==> src/sbdma_pkg.sv <==
// ============================================================================
// sbdma_pkg
// Shared types, constants and helpers for the strided block DMA address
// generator.
// ============================================================================
package sbdma_pkg;

    // Default configuration of the generator.
    localparam int LOCAL_MEM_BYTES = 4096;
    localparam int RAM_ADDR_BITS   = 24;

    // Reset value of the RAM size register.
    localparam logic [24:0] RAM_SIZE_RESET = 25'd4194304;

    // Input opcodes.
    localparam logic OP_START = 1'b0;
    localparam logic OP_TICK  = 1'b1;

    // Decoded start parameters, held in the input register.
    typedef struct packed {
        logic [23:0] raddr;       // aligned, masked RAM start address
        logic [11:0] laddr;       // aligned, wrapped local start address
        logic        imem;        // instruction memory select
        logic [8:0]  beats_m1;    // beats per row minus one
        logic [7:0]  rows_m1;     // row count minus one
        logic [11:0] skip;        // RAM bytes skipped after each row
        logic [22:0] extent;      // (row length + skip) times row count
    } t_start_info;

    // Reduce an address modulo the local memory size, then align to 8 bytes.
    // The input never reaches five times the memory size, so four
    // compare-and-subtract steps are enough.
    function automatic logic [11:0] local_wrap(input logic [12:0] a,
                                               input logic [12:0] mem_bytes);
        logic [12:0] v;
        v = a;
        for (int k = 0; k < 4; k++) begin
            if (v >= mem_bytes) begin
                v = v - mem_bytes;
            end
        end
        return v[11:0] & 12'hFF8;
    endfunction

endpackage

==> src/sbdma_start_decode.sv <==
// ============================================================================
// sbdma_start_decode
// Decodes the register fields of a start transaction: address alignment,
// local wrap, row geometry and the RAM extent used by the bound check.
// ============================================================================
module sbdma_start_decode #(
    parameter int LOCAL_MEM_BYTES = sbdma_pkg::LOCAL_MEM_BYTES,
    parameter int RAM_ADDR_BITS   = sbdma_pkg::RAM_ADDR_BITS
) (
    input  logic [12:0]              i_local_addr_reg,
    input  logic [23:0]              i_ram_addr_reg,
    input  logic [31:0]              i_length_word,
    output sbdma_pkg::t_start_info   o_info
);

    localparam logic [23:0] RamMask = 24'((25'd1 << RAM_ADDR_BITS) - 25'd1);

    logic [12:0] row_len;
    logic [13:0] row_stride;
    logic [8:0]  row_count;

    // Row length rounded up to 8 bytes, row count, and RAM stride per row.
    assign row_len    = 13'(i_length_word[11:0] | 12'd7) + 13'd1;
    assign row_count  = {1'b0, i_length_word[19:12]} + 9'd1;
    assign row_stride = {1'b0, row_len} + {2'b00, i_length_word[31:20]};

    // Assemble the decoded start parameters.
    always_comb begin
        o_info.raddr    = i_ram_addr_reg & RamMask & 24'hFFFFF8;
        o_info.laddr    = sbdma_pkg::local_wrap({1'b0, i_local_addr_reg[11:0]},
                                                13'(LOCAL_MEM_BYTES));
        o_info.imem     = i_local_addr_reg[12];
        o_info.beats_m1 = i_length_word[11:3];
        o_info.rows_m1  = i_length_word[19:12];
        o_info.skip     = i_length_word[31:20];
        o_info.extent   = 23'(row_stride * row_count);
    end

endmodule

==> src/strided_block_dma_address_gen.sv <==
// ============================================================================
// strided_block_dma_address_gen
// Strided 2-D DMA address generator: a start transaction latches a checked
// transfer, each tick during a transfer issues one 8-byte beat address pair.
// ============================================================================
//
//  Channel   Signals                                   Direction
//  -------   ---------------------------------------   ---------
//  in        i_in_valid / o_in_ready + item fields     into block
//  out       o_out_valid / i_out_ready + result fields out of block
//  cfg       i_cfg_valid / o_cfg_ready + i_cfg_data    into block
//
// One transaction is accepted per cycle while o_in_ready is high; it waits in
// the input register, moves on to the result register and is offered on the
// outputs from there. Decode runs ahead of the input register, update after it.
// Synchronous active-low reset clears the transfer state and the valid flags of
// both stages, and loads the RAM size register with 4 MB.
// When the result is not taken, the result register holds, the input
// register fills, and o_in_ready drops until the output side moves.
// The cfg channel is always ready and writes the RAM size register.
module strided_block_dma_address_gen #(
    parameter int LOCAL_MEM_BYTES = sbdma_pkg::LOCAL_MEM_BYTES,
    parameter int RAM_ADDR_BITS   = sbdma_pkg::RAM_ADDR_BITS
) (
    input  logic        i_clk,
    input  logic        i_rst_n,
    // Configuration write channel.
    input  logic        i_cfg_valid,
    output logic        o_cfg_ready,
    input  logic [24:0] i_cfg_data,
    // Input channel.
    input  logic        i_in_valid,
    output logic        o_in_ready,
    input  logic        i_opcode,
    input  logic        i_to_ram,
    input  logic [12:0] i_local_addr_reg,
    input  logic [23:0] i_ram_addr_reg,
    input  logic [31:0] i_length_word,
    // Output channel.
    output logic        o_out_valid,
    input  logic        i_out_ready,
    output logic        o_beat_valid,
    output logic [23:0] o_ram_beat_addr,
    output logic [11:0] o_local_beat_addr,
    output logic        o_imem_select,
    output logic        o_toward_ram,
    output logic        o_last_beat,
    output logic        o_overflow,
    output logic        o_busy_res
);

    localparam logic [23:0] RamMask = 24'((25'd1 << RAM_ADDR_BITS) - 25'd1);

    // Configuration register.
    logic [24:0] r_ram_size;

    // Input stage.
    logic                   r_in_valid;
    logic                   r_in_opcode;
    logic                   r_in_to_ram;
    sbdma_pkg::t_start_info r_in_info;
    sbdma_pkg::t_start_info dec_info;

    // Transfer state.
    logic        r_active,        n_active;
    logic        r_dir,           n_dir;
    logic        r_imem,          n_imem;
    logic [23:0] r_ram_pointer,   n_ram_pointer;
    logic [11:0] r_local_pointer, n_local_pointer;
    logic [8:0]  r_beat_in_row,   n_beat_in_row;
    logic [8:0]  r_beats_m1,      n_beats_m1;
    logic [7:0]  r_rows_left,     n_rows_left;
    logic [11:0] r_skip,          n_skip;

    // Result register.
    logic        r_out_valid;
    logic        r_beat_valid,  n_beat_valid;
    logic [23:0] r_ram_beat,    n_ram_beat;
    logic [11:0] r_local_beat,  n_local_beat;
    logic        r_imem_sel,    n_imem_sel;
    logic        r_toward,      n_toward;
    logic        r_last,        n_last;
    logic        r_overflow,    n_overflow;
    logic        r_busy,        n_busy;

    logic        in_load;
    logic        advance;
    logic [24:0] end_addr;
    logic        row_end;
    logic        last;

    // Handshake between the input stage and the result register.
    assign advance     = r_in_valid && (!r_out_valid || i_out_ready);
    assign o_in_ready  = !r_in_valid || advance;
    assign in_load     = i_in_valid && o_in_ready;
    assign o_cfg_ready = 1'b1;

    // Start field decode ahead of the input register.
    sbdma_start_decode #(
        .LOCAL_MEM_BYTES (LOCAL_MEM_BYTES),
        .RAM_ADDR_BITS   (RAM_ADDR_BITS)
    ) u_decode (
        .i_local_addr_reg (i_local_addr_reg),
        .i_ram_addr_reg   (i_ram_addr_reg),
        .i_length_word    (i_length_word),
        .o_info           (dec_info)
    );

    // Configuration register write.
    always_ff @(posedge i_clk) begin
        if (!i_rst_n) begin
            r_ram_size <= sbdma_pkg::RAM_SIZE_RESET;
        end else if (i_cfg_valid && o_cfg_ready) begin
            r_ram_size <= i_cfg_data;
        end
    end

    // Input register.
    always_ff @(posedge i_clk) begin
        if (!i_rst_n) begin
            r_in_valid <= 1'b0;
        end else if (in_load) begin
            r_in_valid <= 1'b1;
        end else if (advance) begin
            r_in_valid <= 1'b0;
        end
    end

    always_ff @(posedge i_clk) begin
        if (in_load) begin
            r_in_opcode <= i_opcode;
            r_in_to_ram <= i_to_ram;
            r_in_info   <= dec_info;
        end
    end

    // End of the RAM extent and the row/transfer end flags.
    assign end_addr = {1'b0, r_in_info.raddr} + {2'b00, r_in_info.extent};
    assign row_end  = (r_beat_in_row == r_beats_m1);
    assign last     = row_end && (r_rows_left == 8'd0);

    // Per-transaction update of the transfer state and the result.
    always_comb begin
        n_active        = r_active;
        n_dir           = r_dir;
        n_imem          = r_imem;
        n_ram_pointer   = r_ram_pointer;
        n_local_pointer = r_local_pointer;
        n_beat_in_row   = r_beat_in_row;
        n_beats_m1      = r_beats_m1;
        n_rows_left     = r_rows_left;
        n_skip          = r_skip;

        n_beat_valid = 1'b0;
        n_ram_beat   = 24'd0;
        n_local_beat = 12'd0;
        n_imem_sel   = 1'b0;
        n_toward     = 1'b0;
        n_last       = 1'b0;
        n_overflow   = 1'b0;
        n_busy       = 1'b0;

        case (r_in_opcode)
            sbdma_pkg::OP_START: begin
                if (end_addr > r_ram_size) begin
                    n_active   = 1'b0;
                    n_overflow = 1'b1;
                end else begin
                    n_active        = 1'b1;
                    n_dir           = r_in_to_ram;
                    n_imem          = r_in_info.imem;
                    n_ram_pointer   = r_in_info.raddr;
                    n_local_pointer = r_in_info.laddr;
                    n_beat_in_row   = 9'd0;
                    n_beats_m1      = r_in_info.beats_m1;
                    n_rows_left     = r_in_info.rows_m1;
                    n_skip          = r_in_info.skip;
                    n_busy          = 1'b1;
                end
            end
            sbdma_pkg::OP_TICK: begin
                if (r_active) begin
                    n_beat_valid = 1'b1;
                    n_ram_beat   = r_ram_pointer;
                    n_local_beat = r_local_pointer;
                    n_imem_sel   = r_imem;
                    n_toward     = r_dir;
                    n_last       = last;

                    n_local_pointer = sbdma_pkg::local_wrap(
                        {1'b0, r_local_pointer} + 13'd8, 13'(LOCAL_MEM_BYTES));
                    if (row_end) begin
                        n_ram_pointer = (r_ram_pointer + 24'd8 + {12'd0, r_skip})
                                        & RamMask;
                        n_beat_in_row = 9'd0;
                        n_rows_left   = r_rows_left - 8'd1;
                    end else begin
                        n_ram_pointer = (r_ram_pointer + 24'd8) & RamMask;
                        n_beat_in_row = r_beat_in_row + 9'd1;
                    end
                    n_active = !last;
                    n_busy   = !last;
                end
            end
            default: begin
                n_active = r_active;
            end
        endcase
    end

    // Transfer state registers.
    always_ff @(posedge i_clk) begin
        if (!i_rst_n) begin
            r_active        <= 1'b0;
            r_dir           <= 1'b0;
            r_imem          <= 1'b0;
            r_ram_pointer   <= 24'd0;
            r_local_pointer <= 12'd0;
            r_beat_in_row   <= 9'd0;
            r_beats_m1      <= 9'd0;
            r_rows_left     <= 8'd0;
            r_skip          <= 12'd0;
        end else if (advance) begin
            r_active        <= n_active;
            r_dir           <= n_dir;
            r_imem          <= n_imem;
            r_ram_pointer   <= n_ram_pointer;
            r_local_pointer <= n_local_pointer;
            r_beat_in_row   <= n_beat_in_row;
            r_beats_m1      <= n_beats_m1;
            r_rows_left     <= n_rows_left;
            r_skip          <= n_skip;
        end
    end

    // Result register valid.
    always_ff @(posedge i_clk) begin
        if (!i_rst_n) begin
            r_out_valid <= 1'b0;
        end else if (advance) begin
            r_out_valid <= 1'b1;
        end else if (i_out_ready) begin
            r_out_valid <= 1'b0;
        end
    end

    // Result register payload.
    always_ff @(posedge i_clk) begin
        if (advance) begin
            r_beat_valid <= n_beat_valid;
            r_ram_beat   <= n_ram_beat;
            r_local_beat <= n_local_beat;
            r_imem_sel   <= n_imem_sel;
            r_toward     <= n_toward;
            r_last       <= n_last;
            r_overflow   <= n_overflow;
            r_busy       <= n_busy;
        end
    end

    assign o_out_valid       = r_out_valid;
    assign o_beat_valid      = r_beat_valid;
    assign o_ram_beat_addr   = r_ram_beat;
    assign o_local_beat_addr = r_local_beat;
    assign o_imem_select     = r_imem_sel;
    assign o_toward_ram      = r_toward;
    assign o_last_beat       = r_last;
    assign o_overflow        = r_overflow;
    assign o_busy_res        = r_busy;

endmodule

==> config.mk <==
export PLATFORM = sky130hd
export DESIGN_NAME = strided_block_dma_address_gen
export DESIGN_NICKNAME = d
export VERILOG_FILES = /design/src/sbdma_pkg.sv /design/src/sbdma_start_decode.sv /design/src/strided_block_dma_address_gen.sv
export SDC_FILE = /design/constraint.sdc
export NUM_CORES = 1
export LEC_CHECK = 0
export BUFFER_PORTS_ARGS = -buffer_cell sky130_fd_sc_hd__clkbuf_2
export CORE_MARGIN = 1
export CORE_UTILIZATION = 59
export CTS_CLUSTER_DIAMETER = 120
export CTS_CLUSTER_SIZE = 25
export DETAILED_ROUTE_END_ITERATION = 8
export PLACE_DENSITY = 0.77
export SLEW_MARGIN = 40
export SYNTH_ARGS = -nofsm -noshare
export SYNTH_HDL_FRONTEND = slang
export SYNTH_SLANG_ARGS = --single-unit
==> constraint.sdc <==
create_clock -name i_clk -period 21 [get_ports i_clk]
set_input_delay 3.15 -clock i_clk [delete_from_list [all_inputs] [get_ports i_clk]]
set_output_delay 3.15 -clock i_clk [all_outputs]
set_load 0.02 [all_outputs]
==> impl_results.md, run 1 <==
- Status: finished clean
- Initial antenna violation count: 0
- Ys async rst share: 0
- #FFs+latches synth: 225
- CTS tree: built
- Worst slew margin: 0.4490
- Fin nets: 1989
- Post-CTS Setup Inserts: 0
- DRC errors left: 0
- CP startpoint kind: input pin
- CTS Hold Bufs: 0
- Synthesized instance count: about 1600
- Die width: 163.6 um
- Worst Path Arrival: approximately 10 ns
- Crit Path Class: in -> reg
- Max FO, Critical Path: 9
- VDD IR max: approximately 97 uV
- Filler cell count: 2030
- Area share of the largest cell type after synthesis: 0.2418
- Grt total ovfl: 0
- Clk pin slew, worst setup/hold paths: 0.10 ns
- Final worst path period share: 0.4664
- Initial Util: 0.6063
- Post-synth EDFFs: 124
- Largest cells by area after synthesis: edfxtp_1, dfxtp_1, fa_1
- Synth warnings: 0
- Finished Core Util: 0.6585
- Synth top cells by count: inv_1, nor2_1, edfxtp_1, ha_1, dfxtp_1
- Final setup vio count: 0
- RR Startpoint: r_in_info[69]
- ANT nets after route: 0
- Die Y: 163.6 um
- CP Capture Type: register
- First-pass DRT Iterations: 5
- Top-count cell post-synth: inv_1
- Synth area leader: edfxtp_1
- WL final: 34830 um
- Clk sink count: roughly 230
- Post-synth cell types: 71
- Layout cells sized above 1: 0.1191
- Skew-Pair Late Insertion Delay: 0.48 ns
- Slew Limit Fails: 0
- Final HPWL DP: 26260 um
- Worst Hold Class: reg -> reg
- Root buffer cell: clkbuf_16
- Gr usage total: 0.2673
- Vias in the first global route: around 11000
- Leakage: 0.007571 uW
- Minimum hold slack: 0.4792 ns
- Clock Skew: roughly 0.019 ns
- H-Tree Depth: 1
- I/O pins: 146
- Largest net degree at the start of global routing: 85
- Num CTS Buffers: 12
- Sequential area share after synthesis: 0.3731
- Cell area power density: 111.0 nW/um2
- Area Overhead vs Synth: 8.621%
- MaxCap Viol Count: 0
- Row count: 58
- Vias per std cell: 5.741
- Area of the multi-input gates: 8796 um2
- Slew @ Worst Pin: 0.8265 ns
- Antenna diode count: 0
- Total number of vias: about 12000
- GPL Wtd Cong: approximately 0.94
- HP Start: r_local_pointer[11]
- Core Box Area: 25400 um2
- Post-CTS resize count: 0
- Syn avg cell area: 9.679 um2
- Die footprint: 26750 um2
- Fmax: 102.1 MHz
- WL/cell: 17.19 um
- Synth Flop Type: edfxtp_1
- Count of input and output buffers: between 100 and 150
- Setup TNS: 0 ns
- Drt first-iter violations: 893
- Min Tclk post-route: around 9.8 ns
- Worst EP required: 21.23 ns
- Critical Path Start: i_length_word[3]
- Synthesized area: 15400 um2
- Hold Vio Cnt, Final: 0
- Register area: 5747 um2
- Clk buf depth: 3
- RSZ-0062 raised after global routing: no
- First-pass GRT wire length: 56460 um
[per-stage QoR]
stage / instances / power (uW) / worst slack (ns) / area (um2)
final: 2026 / 1856 / 11.21 / 16730
after CTS: 2026 / 1858 / 11.11 / 16710
after global routing: 2026 / 2033 / 10.67 / 16730
after floorplan: 1593 / 1384 / 11.77 / 15410
after detailed placement: 2006 / 1605 / 10.62 / 16360
after global placement: 2006 / 1572 / 10.77 / 16350
[layer usage]
| metal | part of all wire | global-route usage |
|---|---|---|
| met4 | 0.033 | 0.09301 |
| met2 | 0.47 | 0.4451 |
| met1 | 0.43 | 0.3553 |
| met5 | 0 | 0 |
| met3 | 0.066 | 0.03961 |
[worst max-delay path, stage by stage]
cell and delay (ns):
clkbuf_2 0.09, inv_1 0.06, ha_1 0.18, inv_1 0.06, fa_1 0.42, a21o_1 0.18
a21oi_1 0.29, o21ai_0 0.13, a21oi_1 0.32, o21bai_1 0.10, a21oi_1 0.17, xor2_1 0.62
or2_2 0.24, fa_1 0.40, inv_1 0.10, fa_1 0.43, fa_1 0.49, inv_1 0.06
fa_1 0.52, inv_1 0.04, ha_1 0.31, o311ai_0 0.21, a2111oi_1 0.62, nor3_1 0.16
o41ai_1 0.36, a21oi_1 0.14, xnor2_1 0.16
[cells by family (layout without fill, tap and decap cells)]
kind of cell,count (synthesis),in the layout,share of synthesized area
multiplexers,59,59,0.03860
flip-flops,225,225,0.3731
AO/OA/AOI/OAI,262,262,0.1112
XOR/XNOR,89,89,0.05062
adder cells (fa/ha/maj),198,198,0.2004
buffers and inverters,234,337,0.05826
other,2,4,0.0004877
AND/OR/NAND/NOR,522,522,0.1674
[power by group]
group	switching, uW	internal (uW)	leakage, uW
clock	136	116	0.000168
combinational	589	448	0.00536
sequential	24.9	542	0.00204
[final timing paths]
path	endpoint	slack (ns)	depth (start not counted)
max reg2reg	r_rows_left[1]	15.42	18
min	r_local_pointer[11]	0.48	2
min reg2reg	r_local_pointer[11]	0.48	2
max	r_in_info[21]	11.21	27
[registers in the layout, summed over array words and instances, names as in the netlist, 8 cells and up]
signal	cells
r_ram_size	25
r_beat_in_row	9
r_ram_pointer	24
r_skip	12
o_local_beat_addr	9
r_beats_m1	9
r_local_pointer	9
o_ram_beat_addr	24
r_in_info	83
r_rows_left	8
[cell usage in the layout, fill, tap and decap left out, types with 13 or more instances in the layout]
| master | n |
|---|---|
| inv_1 | 168 |
| nor2_1 | 168 |
| clkbuf_2 | 132 |
| edfxtp_1 | 124 |
| ha_1 | 117 |
| dfxtp_1 | 100 |
| nand2_1 | 96 |
| fa_1 | 81 |
| a21oi_1 | 79 |
| mux2i_1 | 56 |
| o21ai_0 | 52 |
| xnor2_1 | 52 |
| and3_1 | 44 |
| nand3_1 | 41 |
| xor2_1 | 35 |
| nor2b_1 | 32 |
| nor3_1 | 30 |
| a211oi_1 | 23 |
| nand2b_1 | 21 |
| a21o_1 | 21 |
| nand4_1 | 20 |
| or2_2 | 17 |
| buf_4 | 15 |
| clkbuf_16 | 13 |
[layout make-up]
type                            count  share of cell area
Clock buffer                       20             0.02102
Timing Repair Buffer              148             0.04690
Tap cell                          330             0.02469
Inverter                          169             0.03793
Sequential cell                   225              0.3436
Multi-Input combinational cell   1134              0.5259
Power figures use the tool's default switching activity.
==> inputs of run 2 (changes only) <==
Clock period 21 ns to 9.23 ns, I/O delays scaled along.
==> impl_results.md, run 2 (synthesized netlist as in run 1, its figures left out) <==
- VDD IR max: 232.6 uV (was 96.96 uV)
- Minimum hold slack: 0.4873 ns (was 0.4792 ns)
- Slew Limit Fails: 0 (unchanged)
- Non-filler instance count after layout: 2029 (was 2026)
- CP startpoint kind: input pin (unchanged)
- WP buf/inv: 6 (unchanged)
- Gr usage total: 0.2649 (was 0.2673)
- Vias in the first global route: 11439 (was 11366)
- WL met2: 16640 um (was 16260 um)
- Row count: 58 (unchanged)
- Total number of vias: 11811 (was 11632)
- Max FO, Critical Path: 4 (was 9)
- Reg-to-reg slack, setup: 3.71 ns (was 15.42 ns)
- First-pass GRT wire length: 56260 um (was 56460 um)
- Die footprint: 26750 um2 (unchanged)
- Post-CTS Setup Inserts: 0 (unchanged)
- Skew-Pair Late Insertion Delay: 0.48 ns (about the same)
- Initial Util: 0.6063 (unchanged)
- Leakage: 0.007593 uW (was 0.007571 uW)
- Root buffer cell: clkbuf_16 (unchanged)
- Dpl cells: 2009 (was 2006)
- I/O pins: 146 (unchanged)
- Area Overhead vs Synth: 8.889% (was 8.621%)
- Hold path endpoint: r_beats_m1[8] (was r_local_pointer[11])
- CTS tree: built (unchanged)
- Grt total ovfl: 0 (unchanged)
- Initial antenna violation count: 0 (unchanged)
- Count of input and output buffers: 132 (unchanged)
- Reg2Reg Depth: 18 (unchanged)
- Antenna diode count: 0 (unchanged)
- HP Start: r_in_info[51] (was r_local_pointer[11])
- Slew @ Worst Pin: 0.8918 ns (was 0.8265 ns)
- GPL Wtd Cong: 0.9318 (was 0.9374)
- Core Box Area: 25400 um2 (unchanged)
- Top sig layer: met4 (unchanged)
- Worst Hold Class: reg -> reg (unchanged)
- Cell area power density: 253.1 nW/um2 (was 111.0 nW/um2)
- Die Y: 163.6 um (unchanged)
- Largest net degree at the start of global routing: 85 (unchanged)
- CTS Hold Bufs: 0 (unchanged)
- Clk sink count: 225 (unchanged)
- Worst Path Arrival: 8.21 ns (was 10.03 ns)
- Worst EP required: 9.47 ns (was 21.23 ns)
- Fmax: roughly 130 MHz
- Clk buf depth: 3 (unchanged)
- Worst path max stage delay: 0.70 ns (was 0.62 ns)
- ANT nets after route: 0 (unchanged)
- Largest registers: r_in_info: 83 flops, r_ram_size: 25 flops (unchanged)
- Die width: 163.6 um (unchanged)
- Num CTS Buffers: 12 (unchanged)
- Layout cells sized above 1: 0.1201 (was 0.1191)
- Crit Path Class: in -> reg (unchanged)
- Fin nets: 1993 (was 1989)
- Clock Skew: 0.01884 ns (was 0.01887 ns)
- RR Startpoint: r_in_info[69] (unchanged)
- H-Tree Depth: 1 (unchanged)
- Commonest cells after routing, fill and taps aside: inv_1, nor2_1, clkbuf_2 (unchanged)
- Final setup vio count: 0 (unchanged)
- Final HPWL DP: 26670 um (was 26260 um)
- MaxCap Viol Count: 0 (unchanged)
- Clk pin slew, worst setup/hold paths: 0.10 ns (about the same)
- Max reg flops: 83 (unchanged)
- Setup TNS: 0 ns (unchanged)
- CP Capture Type: register (unchanged)
- Vias per std cell: 5.821 (was 5.741)
- Status: finished clean (unchanged)
- Final worst path period share: 0.8630
- Filler cell count: 2013 (was 2030)
- First-pass DRT Iterations: 5 (unchanged)
- Drt first-iter violations: 994 (was 893)
- WL final: 35250 um (was 34830 um)
- Min Tclk post-route: 7.965 ns
- Worst r2r dst: r_rows_left[1] (unchanged)
- Largest reg by FF count: r_in_info (unchanged)
- M1 wire length: 15640 um (was 15140 um)
- WL/cell: 17.37 um (was 17.19 um)
- Critical path's top delay family: adder cells (unchanged)
- Hold path cells: 2 (unchanged)
- Post-CTS resize count: 0 (unchanged)
- Critical Path Slowest Stage Cell: a2111oi_0 (was xor2_1)
- Worst slew margin: 0.4000 (was 0.4490)
- Met3 WL: 1885 um (was 2287 um)
- Hold Vio Cnt, Final: 0 (unchanged)
- RSZ-0062 raised after global routing: no (unchanged)
- DRC errors left: 0 (unchanged)
[run 2: cell count changes in the layout (fill, tap and decap cells not counted), sizes merged]
| cell | change |
|---|---|
| buf | +4 |
| clkbuf | -1 |
[run 2: per-layer routing]
metal / up-vias / GRT usage
met5: - / 0
met4: 0 / 0.09217
met3: 56 / 0.02438
met2: 391 / 0.4565
met1: 5677 / 0.3484
li1: 5687 / -
[run 2: tightest hold or removal path: stages, from the launching register on]
cell      delay, ns
edfxtp_1       0.33
mux2i_1        0.06
nor2_1         0.07
[run 2: worst max path at each step]
stage                                 from            end  slack, ns  cells past startpoint
after floorplan           i_length_word[3]  r_in_info[21]       1.77                     26
after global placement    i_length_word[3]  r_in_info[21]       0.99                     28
after detailed placement  i_length_word[3]  r_in_info[21]       0.90                     28
after CTS                 i_length_word[3]  r_in_info[21]       1.39                     28
after global routing      i_length_word[3]  r_in_info[21]       0.80                     27
final                     i_length_word[3]  r_in_info[21]       1.26                     27
[run 2: cell type report]
class,instances,area [um2],area share
Multi-Input combinational cell,1134,8788,0.5241
Sequential cell,225,5746,0.3427
Timing Repair Buffer,152,838.3,0.05000
Inverter,169,634.4,0.03783
Tap cell,330,412.9,0.02463
Clock buffer,19,347.8,0.02074
[run 2: stage by stage]
stage / setup WS (ns) / utilization / power (uW) / cell area, um2
floorplan: 1.768 / - / 3150 / 15410
global placement: 0.9941 / 0.6445 / 3575 / 16370
detailed placement: 0.8966 / 0.6449 / 3659 / 16380
CTS: 1.392 / 0.6586 / 4244 / 16730
global route: 0.7952 / 0.6601 / 4625 / 16770
finish: 1.265 / 0.6601 / 4244 / 16770
[run 2: report_power, final]
part | leakage, uW | internal, uW | switching [uW]
Combinational | 0.00538 | 1020 | 1360
Clock | 0.000167 | 263 | 311
Sequential | 0.00204 | 1230 | 54.8
Total | 0.00759 | 2520 | 1720
==> inputs of run 3 (changes only) <==
Settings changed: CAP_MARGIN set to 20, PLACE_DENSITY 0.77 to 0.83, SYNTH_HIERARCHICAL set to 1.
==> impl_results.md, run 3 <==
- H-Tree Depth: 1 (unchanged)
- Synth warnings: 6 (was 0)
- Switching Fraction: 0.4354 (was 0.4060)
- Core Box Area: 27780 um2 (was 25400 um2)
- VDD IR max: 223.7 uV (was 232.6 uV)
- Synth area leader: edfxtp_1 (unchanged)
- I/O pins: 146 (unchanged)
- Post-synth cell types: 94 (was 71)
- Worst slew margin: 0.4756 (was 0.4000)
- MaxCap Viol Count: 0 (unchanged)
- Setup TNS: 0 ns (unchanged)
- Synth Flop Type: edfxtp_1 (unchanged)
- Largest registers: r_in_info: 89 flops, r_ram_size: 25 flops (was r_in_info: 83 flops, r_ram_size: 25 flops)
- NetSw: 2110 uW (was 1723 uW)
- Synthesized instance count: 1689 (was 1591)
- Post-synth EDFFs: 133 (was 124)
- Sequential share of power: 0.287 (was 0.304)
- Largest net degree at the start of global routing: 98 (was 85)
- Slew Limit Fails: 0 (unchanged)
- Die Y: 170.1 um (was 163.6 um)
- Power Internal: 2736 uW (was 2521 uW)
- Final setup vio count: 0 (unchanged)
- Num CTS Buffers: 13 (was 12)
- Synthesized area: 16660 um2 (was 15400 um2)
- CTS tree: built (unchanged)
- Synth top cells by count: nor2_1, inv_1, edfxtp_1, ha_1, dfxtp_1 (was inv_1, nor2_1, edfxtp_1, ha_1, dfxtp_1)
- Vias in the first global route: 12068 (was 11439)
- CP startpoint kind: input pin (unchanged)
- CTS Hold Bufs: 0 (unchanged)
- Post-CTS resize count: 0 (unchanged)
- Top-count cell post-synth: nor2_1 (was inv_1)
- Gr usage total: 0.2621 (was 0.2649)
- Largest reg by FF count: r_in_info (unchanged)
- Fmax: 147.9 MHz (was 125.5 MHz)
- Initial Util: 0.5998 (was 0.6063)
- Post-CTS Setup Inserts: 0 (unchanged)
- Combinational share of power: 0.588 (was 0.561)
- Drt first-iter violations: 1192 (was 994)
- Finished Cell Area: 17590 um2 (was 16770 um2)
- Skew-Pair Late Insertion Delay: 0.49 ns (was 0.48 ns)
- Min Tclk post-route: 6.760 ns (was 7.965 ns)
- DRC errors left: 0 (unchanged)
- Area share of the largest cell type after synthesis: 0.2397 (was 0.2418)
- Antenna diode count: 0 (unchanged)
- Hold Vio Cnt, Final: 0 (unchanged)
- Clock power share: 0.126 (was 0.135)
- Worst Path Arrival: 6.97 ns (was 8.21 ns)
- RSZ-0062 raised after global routing: no (unchanged)
- Grt total ovfl: 0 (unchanged)
- Minimum hold slack: 0.4648 ns (was 0.4873 ns)
- WL final: 37630 um (was 35250 um)
- GPL Wtd Cong: 0.9087 (was 0.9318)
- Slew @ Worst Pin: 0.7860 ns (was 0.8918 ns)
- Root buffer cell: clkbuf_16 (unchanged)
- Total number of vias: 12427 (was 11811)
- Ys async rst share: 0 (unchanged)
- Vias per std cell: 5.904 (was 5.821)
- First-pass DRT Iterations: 5 (unchanged)
- Syn avg cell area: 9.866 um2 (was 9.679 um2)
- Clk sink count: 237 (was 225)
- Sequential area share after synthesis: 0.3646 (was 0.3731)
- Status: finished clean (unchanged)
- WL/cell: 17.87 um (was 17.37 um)
- Initial antenna violation count: 0 (unchanged)
- Row count: 61 (was 58)
- Largest cells by area after synthesis: edfxtp_1, dfxtp_1, fa_1 (unchanged)
- Worst EP required: 9.44 ns (was 9.47 ns)
- Crit Path Class: in -> reg (unchanged)
- Commonest cells after routing, fill and taps aside: nor2_1, inv_1, clkbuf_2 (was inv_1, nor2_1, clkbuf_2)
- Final worst path period share: 0.7324 (was 0.8630)
- First-pass GRT wire length: 60500 um (was 56260 um)
- Fin nets: 2022 (was 1993)
- Commonest non-fill, non-tap cell in the layout: nor2_1
- CP Capture Type: register (unchanged)
- Die footprint: 28920 um2 (was 26750 um2)
- Clk buf depth: 3 (unchanged)
- Cell area power density: 275.6 nW/um2 (was 253.1 nW/um2)
- Leakage: 0.007951 uW (was 0.007593 uW)
- Max FO, Critical Path: 9 (was 4)
- Layout cells sized above 1: 0.1280 (was 0.1201)
- Clk pin slew, worst setup/hold paths: 0.10 ns (about the same)
- Area Overhead vs Synth: 5.534% (was 8.889%)
- ANT nets after route: 0 (unchanged)
- Count of input and output buffers: 135 (was 132)
- Total Power Consumption: 4846 uW (was 4244 uW)
- Cell area after placement: 17190 um2 (was 16380 um2)
- Die width: 170.1 um (was 163.6 um)
- Final HPWL DP: 28270 um (was 26670 um)
- #FFs+latches synth: 237 (was 225)
- Clock Skew: 0.03748 ns (was 0.01884 ns)
- Worst Hold Class: reg -> reg (unchanged)
- Max reg flops: 89 (was 83)
## run 3: layer usage
metal	vias to the layer above	wire length (um)	GRT usage
met4	0	1143	0.08813
met3	72	2487	0.03023
met2	491	17760	0.4394
met5	-	0	0
li1	5911	-	-
met1	5953	16240	0.3529
## run 3: area by class of cell
| type | count | area (um2) |
|---|---|---|
| fillers | 2260 | 10200 |
| well taps | 378 | 473.0 |
| inverters | 155 | 584.3 |
| multi-input cells | 1167 | 9309 |
| clock inverters | 2 | 25.02 |
| clock buffers | 20 | 351.6 |
| repair buffers | 146 | 765.7 |
| flip-flops and latches | 237 | 6077 |
## run 3: final timing paths
path / from / endpoint / slack, ns / cells past startpoint
worst max-delay path: i_length_word[3] / r_in_info[21] / 2.47 / 22
worst min-delay path: r_local_pointer[1] / r_local_pointer[1] / 0.46 / 2
worst max register to register: r_in_info[68] / r_rows_left[0] / 3.76 / 18
worst min register to register: r_local_pointer[1] / r_local_pointer[1] / 0.46 / 2
## run 3: through the flow
step,worst slack [ns],std cells,util
floorplan,2.609,1694,-
global placement,2.079,2082,0.6174
detailed placement,2.050,2082,0.6188
CTS,2.520,2104,0.6324
global route,2.271,2105,0.6330
finish,2.470,2105,0.6330
## run 3: worst max-delay path: stages
cell	delay, ns
clkbuf_2	0.10
inv_1	0.07
ha_1	0.19
fa_1	0.30
nor2b_4	0.06
o31a_4	0.29
o21ai_2	0.14
o211ai_2	0.13
xnor2_2	0.43
nor2_1	0.12
fa_1	0.55
fa_1	0.46
fa_1	0.57
inv_1	0.06
fa_1	0.54
inv_1	0.05
ha_1	0.37
a21o_1	0.23
a31oi_1	0.25
o221a_2	0.22
o21ai_1	0.11
o311a_1	0.36
## run 3: logic make-up (layout without fill, tap and decap cells)
logic type / after synthesis / in the layout / share of synthesized area
buffers and inverters: 290 / 323 / 0.08132
multiplexers: 53 / 53 / 0.03191
adder cells (fa/ha/maj): 202 / 202 / 0.1880
other: 2 / 7 / 0.0004507
AND/OR/NAND/NOR: 496 / 496 / 0.1494
flip-flops: 237 / 237 / 0.3646
XOR/XNOR: 84 / 84 / 0.04595
AO/OA/AOI/OAI: 325 / 325 / 0.1383
## run 3: power by group through the flow
stage / sequential [uW] / clock, uW / combinational, uW
detailed placement: 1410 / 0 / 2800
CTS: 1390 / 617 / 2820
floorplan: 1380 / 0 / 2160
global placement: 1410 / 0 / 2690
global route: 1400 / 655 / 3160
finish: 1390 / 608 / 2850
